### config.mk
export PLATFORM = sky130hd
export DESIGN_NAME = slc_way_unit
export DESIGN_NICKNAME = d
export VERILOG_FILES = /design/src/rtl/slc_pkg.sv /design/src/rtl/slc_way_unit.sv
export SDC_FILE = /design/constraint.sdc
export NUM_CORES = 1
export LEC_CHECK = 0
export BUFFER_PORTS_ARGS = -buffer_cell sky130_fd_sc_hd__buf_2
export CORE_AREA = 2 2 101 103
export DETAILED_ROUTE_END_ITERATION = 12
export DIE_AREA = 0 0 103 105
export PLACE_DENSITY = 0.75
export SLEW_MARGIN = 10
export SYNTH_ARGS = -nofsm -noshare
export SYNTH_HDL_FRONTEND = slang
export SYNTH_SLANG_ARGS = --single-unit
### constraint.sdc
create_clock -name vclk -period 6.3
set_clock_uncertainty 0.2 [all_clocks]
set_input_delay 1.26 -clock vclk [all_inputs]
set_output_delay 1.26 -clock vclk [all_outputs]
set_load 0.1 [all_outputs]
### src/rtl/slc_pkg.sv
// ----------------------------------------------------------------------------
// slc_pkg: set-associative LRU cache model, shared definitions
// Geometry constants, configuration register codes, line word and the
// result of the per-way compare unit.
// ----------------------------------------------------------------------------
package slc_pkg;

  localparam int ADDR_W       = 64;
  localparam int MAX_SET_BITS = 6;
  localparam int MAX_WAYS     = 8;
  localparam int WAY_W        = $clog2(MAX_WAYS);
  localparam int WCNT_W       = $clog2(MAX_WAYS + 1);
  localparam int ROWS         = 1 << MAX_SET_BITS;
  localparam int LINE_IDX_W   = MAX_SET_BITS + WAY_W;
  localparam int LINES        = 1 << LINE_IDX_W;
  localparam int CNT_W        = 32;

  localparam int CFG_IDX_W  = 2;
  localparam int CFG_DATA_W = 6;
  localparam int CFG_SB_W   = 3;
  localparam int CFG_WAYS_W = 4;
  localparam int CFG_OB_W   = 6;

  localparam logic [CFG_IDX_W-1:0] CFG_SET_BITS = 2'd0;
  localparam logic [CFG_IDX_W-1:0] CFG_WAYS     = 2'd1;
  localparam logic [CFG_IDX_W-1:0] CFG_OFFSET   = 2'd2;

  localparam logic [1:0] ACT_MODIFY = 2'd2;
  localparam logic [1:0] ACT_NONE   = 2'd3;

  typedef enum logic [1:0] {
    OUT_HIT   = 2'd0,
    OUT_FILL  = 2'd1,
    OUT_EVICT = 2'd2
  } outcome_t;

  typedef struct packed {
    logic [ADDR_W-1:0] tag;
    logic [CNT_W-1:0]  stamp;
  } line_t;

  typedef struct packed {
    logic             hit;
    logic             older;
    logic [CNT_W-1:0] age;
  } way_res_t;

endpackage

### src/rtl/slc_way_unit.sv
// ----------------------------------------------------------------------------
// slc_way_unit: per-way compare unit
// Checks one stored line against the block address and measures its age
// against the oldest line seen so far in the set.
// ----------------------------------------------------------------------------
module slc_way_unit import slc_pkg::*; (
  input  logic [ADDR_W-1:0] block,
  input  logic [CNT_W-1:0]  stamp,
  input  line_t             line,
  input  logic              line_vld,
  input  logic [CNT_W-1:0]  best_age,
  output way_res_t          res
);

  logic [CNT_W-1:0] age;

  // age is modulo 2^32, exact while all lines were used recently enough
  assign age       = stamp - line.stamp;
  assign res.hit   = line_vld && (line.tag == block);
  assign res.age   = age;
  assign res.older = age > best_age;

endmodule

======== Word level (Yosys, flattened, before mapping) ========
Cells that the tools add are included.
cells by class
  add/subtract/negate cells ............... 1
  order comparisons ....................... 1
  equal/unequal tests ..................... 1
  reductions and logical operators ........ 1
operators with widths
  cell               count
  $eq 64x64->1       1
  $gt 32x32->1       1
  $sub 32x32->32     1
  $logic_and 1x1->1  1
storage, ports and cells
  flip-flop bits (word level) ............. 0
  bits of input ports ..................... 225
  output and inout bits ................... 34
  word-level logic and storage cells ...... 4

======== Depth between registers and ports, before layout ========
Gate-level depths: netlist (run 1).
  depth in word-level cells ............... 2
  gate-level depth with buffers ........... 19
  depth with buffers taken out ............ 19

======== Least setup slack after synthesis (run 1) ========
OpenSTA, ideal clock, no wires.
  path kind ............................... input to output
  start point ............................. input port line[16] (netlist bit)
  end point ............................... output port res[32] (netlist bit)
  arrival ................................. 6,881 ps
  data required time ...................... 4,840 ps
  setup slack ............................. -2,041 ps
  stages on the path ...................... 16
  buffers on the path ..................... 1
  cell sequence ........................... inv_1 -> ha_1 -> buf_2 -> nand4_1 -> nor3_1 -> o311ai_1 -> a21oi_1 -> a211oi_1 -> o21ai_1 -> xnor2_1 -> ha_1 -> and3_1 -> nand4_1 -> nor3_1 -> o21ai_0 -> a22oi_1
RTL lines
  element             line                source
  start: declaration  slc_way_unit.sv:9   input line_t line,
  end: declaration    slc_way_unit.sv:12  output way_res_t res

==> flow_summary.json, run 1 <==
{
  "die_height_um": 105,
  "synth_area_per_cell_um2": 7.076,
  "hold_class": "input pin to primary output",
  "startpoint_type": "input pin",
  "switching_share_pct": 67.15,
  "drc": 0,
  "port_buffers": 259,
  "wl_met1_mm": 5.069,
  "grt_pass1_vias": 4541,
  "tightest_slew_ns": 0.5180,
  "dieArea_um2": 10820,
  "finalHoldViolations": 0,
  "track_usage_pct": 23.59,
  "status": "complete, no violations",
  "drtPass1Iterations": 5,
  "end_kind": "primary output",
  "setup_viol": 0,
  "place_congestion": 0.9331,
  "wl_per_cell_um": 15.16,
  "power_leakage_nw": 2.975,
  "dr_wl_met2_mm": 7.368,
  "period_minus_slack_ns": 6.191,
  "antenna_found_initial": 7,
  "slew_viol_final": 0,
  "power.internal_uw": 314.7,
  "start_util_pct": 34.50,
  "path_class": "input pin to primary output",
  "grt_max_degree": 12,
  "comb_power_share_pct": 100.0,
  "io_pins": 259,
  "slew-limit-headroom_pct": 65.15,
  "syn_nets": 759,
  "wl_met3_um": 752,
  "crit_start": "stamp[0]",
  "maxUsedRoutingLayer": "met4",
  "dp.cells": 883,
  "area_growth_pct": 66.78,
  "mostFrequentLayoutCells": "257 x buf_2, 77 x inv_1, 54 x ha_1",
  "rsz0062_at_grt": "yes",
  "synth_cells": 470,
  "dp.final_hpwl_mm": 12.55,
  "fmax_mhz": 161.5,
  "period_share_pct": 98.27,
  "pwr-share-seq_pct": 0,
  "die_w_um": 103,
  "std_cell_rows": 36,
  "final_cells": 893,
  "wirelength_mm": 13.54,
  "cp_max_fo": 2,
  "ant_nets": 0,
  "p_clk_share_pct": 0,
  "ir_worst_vdd_v": 0.0001277,
  "grt_pass1_wl_mm": 20.55,
  "core-area_um2": 9639,
  "vias_per_cell": 5.019,
  "utilization_pct": 57.54,
  "nets": 1044,
  "syn_area_um2": 3326,
  "gr-total-overflow": 0,
  "drt_iter0_drc": 147,
  "layout-drive-gt1-share_pct": 46.48,
  "endpoint": "res[32]",
  "yosysSeqAreaShare_pct": 0,
  "nClkBuffers": 0,
  "power_uw": 958.0,
  "vias": 4482,
  "holdWs_ns": 2.864,
  "p_per_area_nw_per_um2": 172.7,
  "seq_area_um2": 0,
  "p_sw_uw": 643.3,
  "drv_cap": 0,
  "final_common_cell": "buf_2",
  "seq_cells": 0,
  "ys_types": 54,
  "arrival_ns": 4.73,
  "yosysWarnings": 0,
  "worstPathRequired_ns": 4.84
}
## worst min path at each step
stage | start | endpoint | slack [ns] | depth (start not counted)
final | line[0] | res[0] | 2.86 | 4
after floorplan | stamp[31] | res[31] | 2.73 | 2
after detailed placement | line[0] | res[0] | 2.86 | 4
after global routing | line[0] | res[0] | 2.89 | 4
after CTS | line[0] | res[0] | 2.86 | 4
after global placement | line[0] | res[0] | 2.86 | 4
## synth_stat cells (7+ instances only)
| master | count | area, um^2 |
|---|---|---|
| inv_1 | 79 | 296.5 |
| nand3_1 | 8 | 40.04 |
| ha_1 | 63 | 788.3 |
| nor3_1 | 9 | 45.04 |
| xnor2_1 | 63 | 551.8 |
| a21o_1 | 25 | 187.7 |
| a21oi_1 | 34 | 170.2 |
| nand2_1 | 20 | 75.07 |
| xor2_1 | 21 | 183.9 |
| nor4_1 | 7 | 43.79 |
| nor2_1 | 19 | 71.32 |
| nand4_1 | 22 | 137.6 |
| o21ai_0 | 15 | 75.07 |
## logic make-up (layout without fill, tap and decap cells)
group                      after synthesis  count (layout)  share of synthesized area, %
buffers and inverters                   84             367                         9.556
adders and majority gates               64              64                         24.30
AOI/OAI and AO/OA                      132             132                         27.20
other                                    0               7                             0
xor gates and xnor gates                84              84                         22.12
and+or+nand+nor                        106             106                         16.82
## layout make-up
class	instances	area, um^2
Tap cell	133	166.4
Antenna cell	7	17.52
Multi-Input combinational cell	386	3525
Inverter	79	299.0
Timing Repair Buffer	288	1539
Fill cell	921	4093
## layer usage
metal  vias up  track usage [%]
met4         0            7.989
met1      2033            24.96
met2       190            46.85
met3        20            1.940
li1       2239                -
met5         -                0
## what timing repair did
| action | CTS | global route |
|---|---|---|
| setup buffers | 0 | 3 |
| pin swaps | 0 | 21 |
| hold buffers | 0 | 0 |
| resized for setup | 4 | 20 |
| setup endpoints to repair | 1 | 1 |
| endpoints found under the hold margin | 0 | 0 |
## worst max-delay path, cell delays in order
cell and delay [ns]:
buf_6 0.09, inv_4 0.04, ha_4 0.12, inv_2 0.04, fa_2 0.38, a21o_1 0.21, a21oi_4 0.16, o211ai_1 0.13
a311oi_1 0.25, nor2_1 0.11, a2111oi_2 0.37, and4b_2 0.30, ha_4 0.16, a21o_1 0.14, a21o_1 0.15, a21oi_1 0.12
nor2b_1 0.06, o21ai_1 0.13, o211a_1 0.19, a22oi_2 0.10, buf_12 0.18
## power groups by stage
stage	combinational (mW)	clock, mW	sequential [mW]
after floorplan	0.713	0	0
after global placement	0.920	0	0
after detailed placement	0.936	0	0
after CTS	0.943	0	0
after global routing	1.02	0.000000149	0
final	0.958	0.000000149	0
## per-stage QoR
| stage | setup WS (ns) | area, um^2 | TNS (ns) |
|---|---|---|---|
| finish | 0.1093 | 5547 | 0 |
| global placement | 0.008143 | 5408 | 0 |
| global route | -0.01383 | 5547 | -0.01383 |
| detailed placement | -0.1421 | 5408 | -0.1421 |
| CTS | 0.03500 | 5420 | 0 |
| floorplan | -0.4679 | 3771 | -0.4679 |
Note: power is estimated with default switching activity, not from simulation.
==> run 2: changes to the inputs <==
==> constraint.sdc (replaced) <==
create_clock -name vclk -period 6.3
set_clock_uncertainty 0.2 [all_clocks]
set_input_delay 0.315 -clock vclk [all_inputs]
set_output_delay 0.315 -clock vclk [all_outputs]
set_load 0.1 [all_outputs]
==> flow_summary.json, run 2 (synthesized netlist as in run 1, its figures left out) <==
{
  "status": "complete, no violations",
  "grt_max_degree": 14,
  "worstPathRequired_ns": 5.78,
  "crit_family": "compound AO/OA/AOI/OAI gates",
  "cp_max_fo": 5,
  "mostFrequentLayoutCells": "259 x buf_2, 79 x inv_1, 63 x ha_1",
  "final_common_cell": "buf_2",
  "wirelength_mm": 11.72,
  "hold_class": "input pin to primary output",
  "hold_depth": 4,
  "die_height_um": 105,
  "rsz0062_at_grt": "no",
  "final_area_um2": 4787,
  "arrival_ns": 4.39,
  "std_cell_rows": 36,
  "ir_worst_vdd_v": 0.0001225,
  "drv_cap": 0,
  "port_buffers": 259,
  "placed_area_um2": 4780,
  "place_congestion": 0.9001,
  "nets": 1015,
  "io_pins": 259,
  "antenna_found_initial": 4,
  "die_w_um": 103,
  "layout-drive-gt1-share_pct": 37.57,
  "ant_nets": 0,
  "vias": 4184,
  "dp.final_hpwl_mm": 10.90,
  "seq_area_um2": 0,
  "slew_viol_final": 0,
  "power_leakage_nw": 2.702,
  "crit_start": "stamp[0]",
  "setup_tns_ns": 0,
  "fillCellCount": 1021,
  "finalHoldViolations": 0,
  "critPathMaxStageDelay_ns": 0.45,
  "vias_per_cell": 4.865,
  "drc": 0,
  "endpoint": "res[32]",
  "cp_num_buf_inv": 4,
  "grt_pass1_wl_mm": 17.78,
  "slew-limit-headroom_pct": 59.60,
  "fmax_mhz": 203.9,
  "start_util_pct": 34.50,
  "post_cts_buffers": 0,
  "crit_cells": 18,
  "setup_viol": 0,
  "post_cts_resized": 0,
  "hold_buffers": 0,
  "min_from": "line[0]",
  "startpoint_type": "input pin",
  "period_share_pct": 77.85,
  "crit_chain": "buf_2, inv_1, ha_1, inv_1, fa_1, a21o_1, a21oi_2, o211ai_1, a311oi_1, nor2_1, a2111oi_0, and4b_1, ha_1, nand4_1, nor3_1, o21ai_0, a22oi_2, buf_2",
  "period_minus_slack_ns": 4.904,
  "tightest_slew_ns": 0.6024,
  "slowest_stage": "buf_2",
  "core-area_um2": 9639,
  "seq_cells": 0,
  "wl_per_cell_um": 13.63,
  "dieArea_um2": 10820,
  "area_growth_pct": 43.94,
  "path_class": "input pin to primary output",
  "drtPass1Iterations": 4,
  "power_uw": 835.5,
  "drt_iter0_drc": 108,
  "multiInputGateArea_um2": 3020,
  "p_per_area_nw_per_um2": 174.5,
  "track_usage_pct": 20.25,
  "end_kind": "primary output",
  "nClkBuffers": 0,
  "gr-total-overflow": 0,
  "grt_pass1_vias": 4070
}
==> run 2: report_power, final <==
group	switching (mW)	leakage (nW)	internal [mW]
sequential	0	0	0
combinational	0.592	2.70	0.243
clock	0	0.0000190	0.0000000638
total	0.592	2.70	0.243
==> run 2: area by class of cell <==
| cell class | count | area share [%] |
|---|---|---|
| Timing Repair Buffer | 259 | 27.08 |
| Multi-Input combinational cell | 386 | 63.09 |
| Inverter | 79 | 6.194 |
| Antenna cell | 3 | 0.1568 |
| Tap cell | 133 | 3.476 |
==> run 2: per-stage QoR <==
stage,worst slack (ns),utilization [%],instances,hold WS [ns]
4_1_cts,1.378,49.58,857,0.9760
3_3_place_gp,1.510,49.58,857,0.9654
6_report,1.396,49.66,860,0.9663
3_5_place_dp,1.418,49.58,857,0.9756
5_1_grt,1.107,49.66,860,1.007
2_1_floorplan,0.4243,-,470,0.8757
==> run 2: per-layer routing <==
metal  GRT usage [%]  wire (um)  part of all wire (%)
met1           22.05       4427                    38
met2           40.72       6406                    55
met3           1.873        666                   5.7
met4           4.041        221                   1.9
met5               0          0                     0
==> run 2: worst min-delay path: stages <==
cell and delay, ns:
buf_2 0.08, ha_1 0.13, inv_1 0.04, buf_2 0.28
==> run 2: worst min path at each step <==
stage / to / slack, ns
finish: res[0] / 0.97
floorplan: res[33] / 0.88
detailed placement: res[33] / 0.98
global placement: res[0] / 0.97
global route: res[33] / 1.01
CTS: res[0] / 0.98
==> run 3: changes to the inputs <==
==> constraint.sdc (replaced) <==
create_clock -name vclk -period 4.7
set_clock_uncertainty 0.2 [all_clocks]
set_input_delay 0.235 -clock vclk [all_inputs]
set_output_delay 0.235 -clock vclk [all_outputs]
set_load 0.1 [all_outputs]
==> flow_summary.json, run 3 (synthesized netlist as in run 1, its figures left out) <==
{
  "status": "complete, no violations",
  "grt_pass1_wl_mm": 20.84,
  "ant_nets": 0,
  "core-area_um2": 9639,
  "final_cells": 870,
  "tightest_slew_ns": 0.5225,
  "crit_start": "stamp[0]",
  "vias": 4408,
  "holdWs_ns": 0.8112,
  "seq_area_um2": 0,
  "arrival_ns": 4.05,
  "port_buffers": 259,
  "utilization_pct": 54.65,
  "hold_class": "input pin to primary output",
  "mostFrequentLayoutCells": "258 x buf_2, 79 x inv_1, 57 x ha_1",
  "dieArea_um2": 10820,
  "fillCellCount": 969,
  "seq_cells": 0,
  "grt_max_degree": 14,
  "area_growth_pct": 58.39,
  "p_per_area_nw_per_um2": 234.5,
  "rsz0062_at_grt": "no",
  "vias_per_cell": 5.067,
  "period_minus_slack_ns": 4.489,
  "drc": 0,
  "final_common_cell": "buf_2",
  "die_w_um": 103,
  "power_leakage_nw": 2.831,
  "drtPass1Iterations": 4,
  "period_share_pct": 95.51,
  "setup_viol": 0,
  "antenna_found_initial": 12,
  "drv_cap": 0,
  "dp.final_hpwl_mm": 12.66,
  "worstPathRequired_ns": 4.26,
  "min_from": "line[0]",
  "nets": 1016,
  "cp_max_fo": 5,
  "fmax_mhz": 222.8,
  "grt_pass1_vias": 4631,
  "layout-drive-gt1-share_pct": 43.45,
  "std_cell_rows": 36,
  "finalHoldViolations": 0,
  "end_kind": "primary output",
  "slew-limit-headroom_pct": 65.41,
  "wirelength_mm": 13.62,
  "wl_per_cell_um": 15.65,
  "dp.cells": 858,
  "path_class": "input pin to primary output",
  "track_usage_pct": 24.11,
  "ir_worst_vdd_v": 0.0001606,
  "start_util_pct": 34.50,
  "place_congestion": 0.9100,
  "nClkBuffers": 0,
  "drt_iter0_drc": 110,
  "startpoint_type": "input pin",
  "io_pins": 259,
  "gr-total-overflow": 0,
  "die_height_um": 105,
  "slew_viol_final": 0
}
## run 3: power by group
part	internal, mW	switching (mW)	total (mW)
registers	0	0	0
logic	0.382	0.853	1.24
clock network	0.000000342	0	0.000000342
total	0.382	0.853	1.24
## run 3: cell type report
class                      instances  area, um^2  area share (%)
antenna                           12       30.03          0.5701
inverter                          79       296.5           5.629
multi-input combinational        386        3468           65.84
tap                              133       166.4           3.159
timing repair buffer             260        1306           24.80
## run 3: final timing paths
| kind | depth (start not counted) | to | slack [ns] |
|---|---|---|---|
| max | 21 | res[32] | 0.21 |
| min | 4 | res[0] | 0.81 |
## run 3: layer usage
metal | wire length [um] | share of wire (%) | vias up | GRT usage, %
met3 | 888 | 6.5 | 34 | 2.809
met4 | 629 | 4.6 | 0 | 13.25
met5 | 0 | 0 | - | 0
li1 | - | - | 2184 | -
met2 | 7246 | 53 | 188 | 46.24
met1 | 4851 | 36 | 2002 | 24.27
## run 3: worst max-delay path, stage by stage
cell	delay, ns
buf_2	0.09
inv_1	0.04
ha_1	0.16
inv_1	0.06
fa_1	0.41
a21o_1	0.20
a21oi_4	0.20
o211ai_1	0.16
a311oi_2	0.34
nor2_2	0.15
a2111oi_2	0.31
and4b_2	0.28
ha_1	0.18
a21o_1	0.15
a21o_1	0.17
a21oi_1	0.14
nor2b_1	0.05
o21ai_0	0.18
o211a_1	0.19
a22oi_2	0.08
buf_4	0.24
## run 3: per-stage QoR
stage	setup WS, ns	cell area [um^2]	power [mW]	TNS (ns)
6_report	0.2112	5268	1.235	0
5_1_grt	0.03827	5268	1.317	0
4_1_cts	0.05700	5220	1.232	0
3_5_place_dp	0.08266	5220	1.229	0
3_3_place_gp	0.2795	5220	1.204	0
2_1_floorplan	-0.01786	3771	0.9559	-0.01786
## run 3: what timing repair did
item	in CTS	in global routing
hold buffers	0	0
hold endpoints to repair	0	0
endpoints found under the setup margin	0	1
buffers inserted	0	0
gates resized for setup	0	6
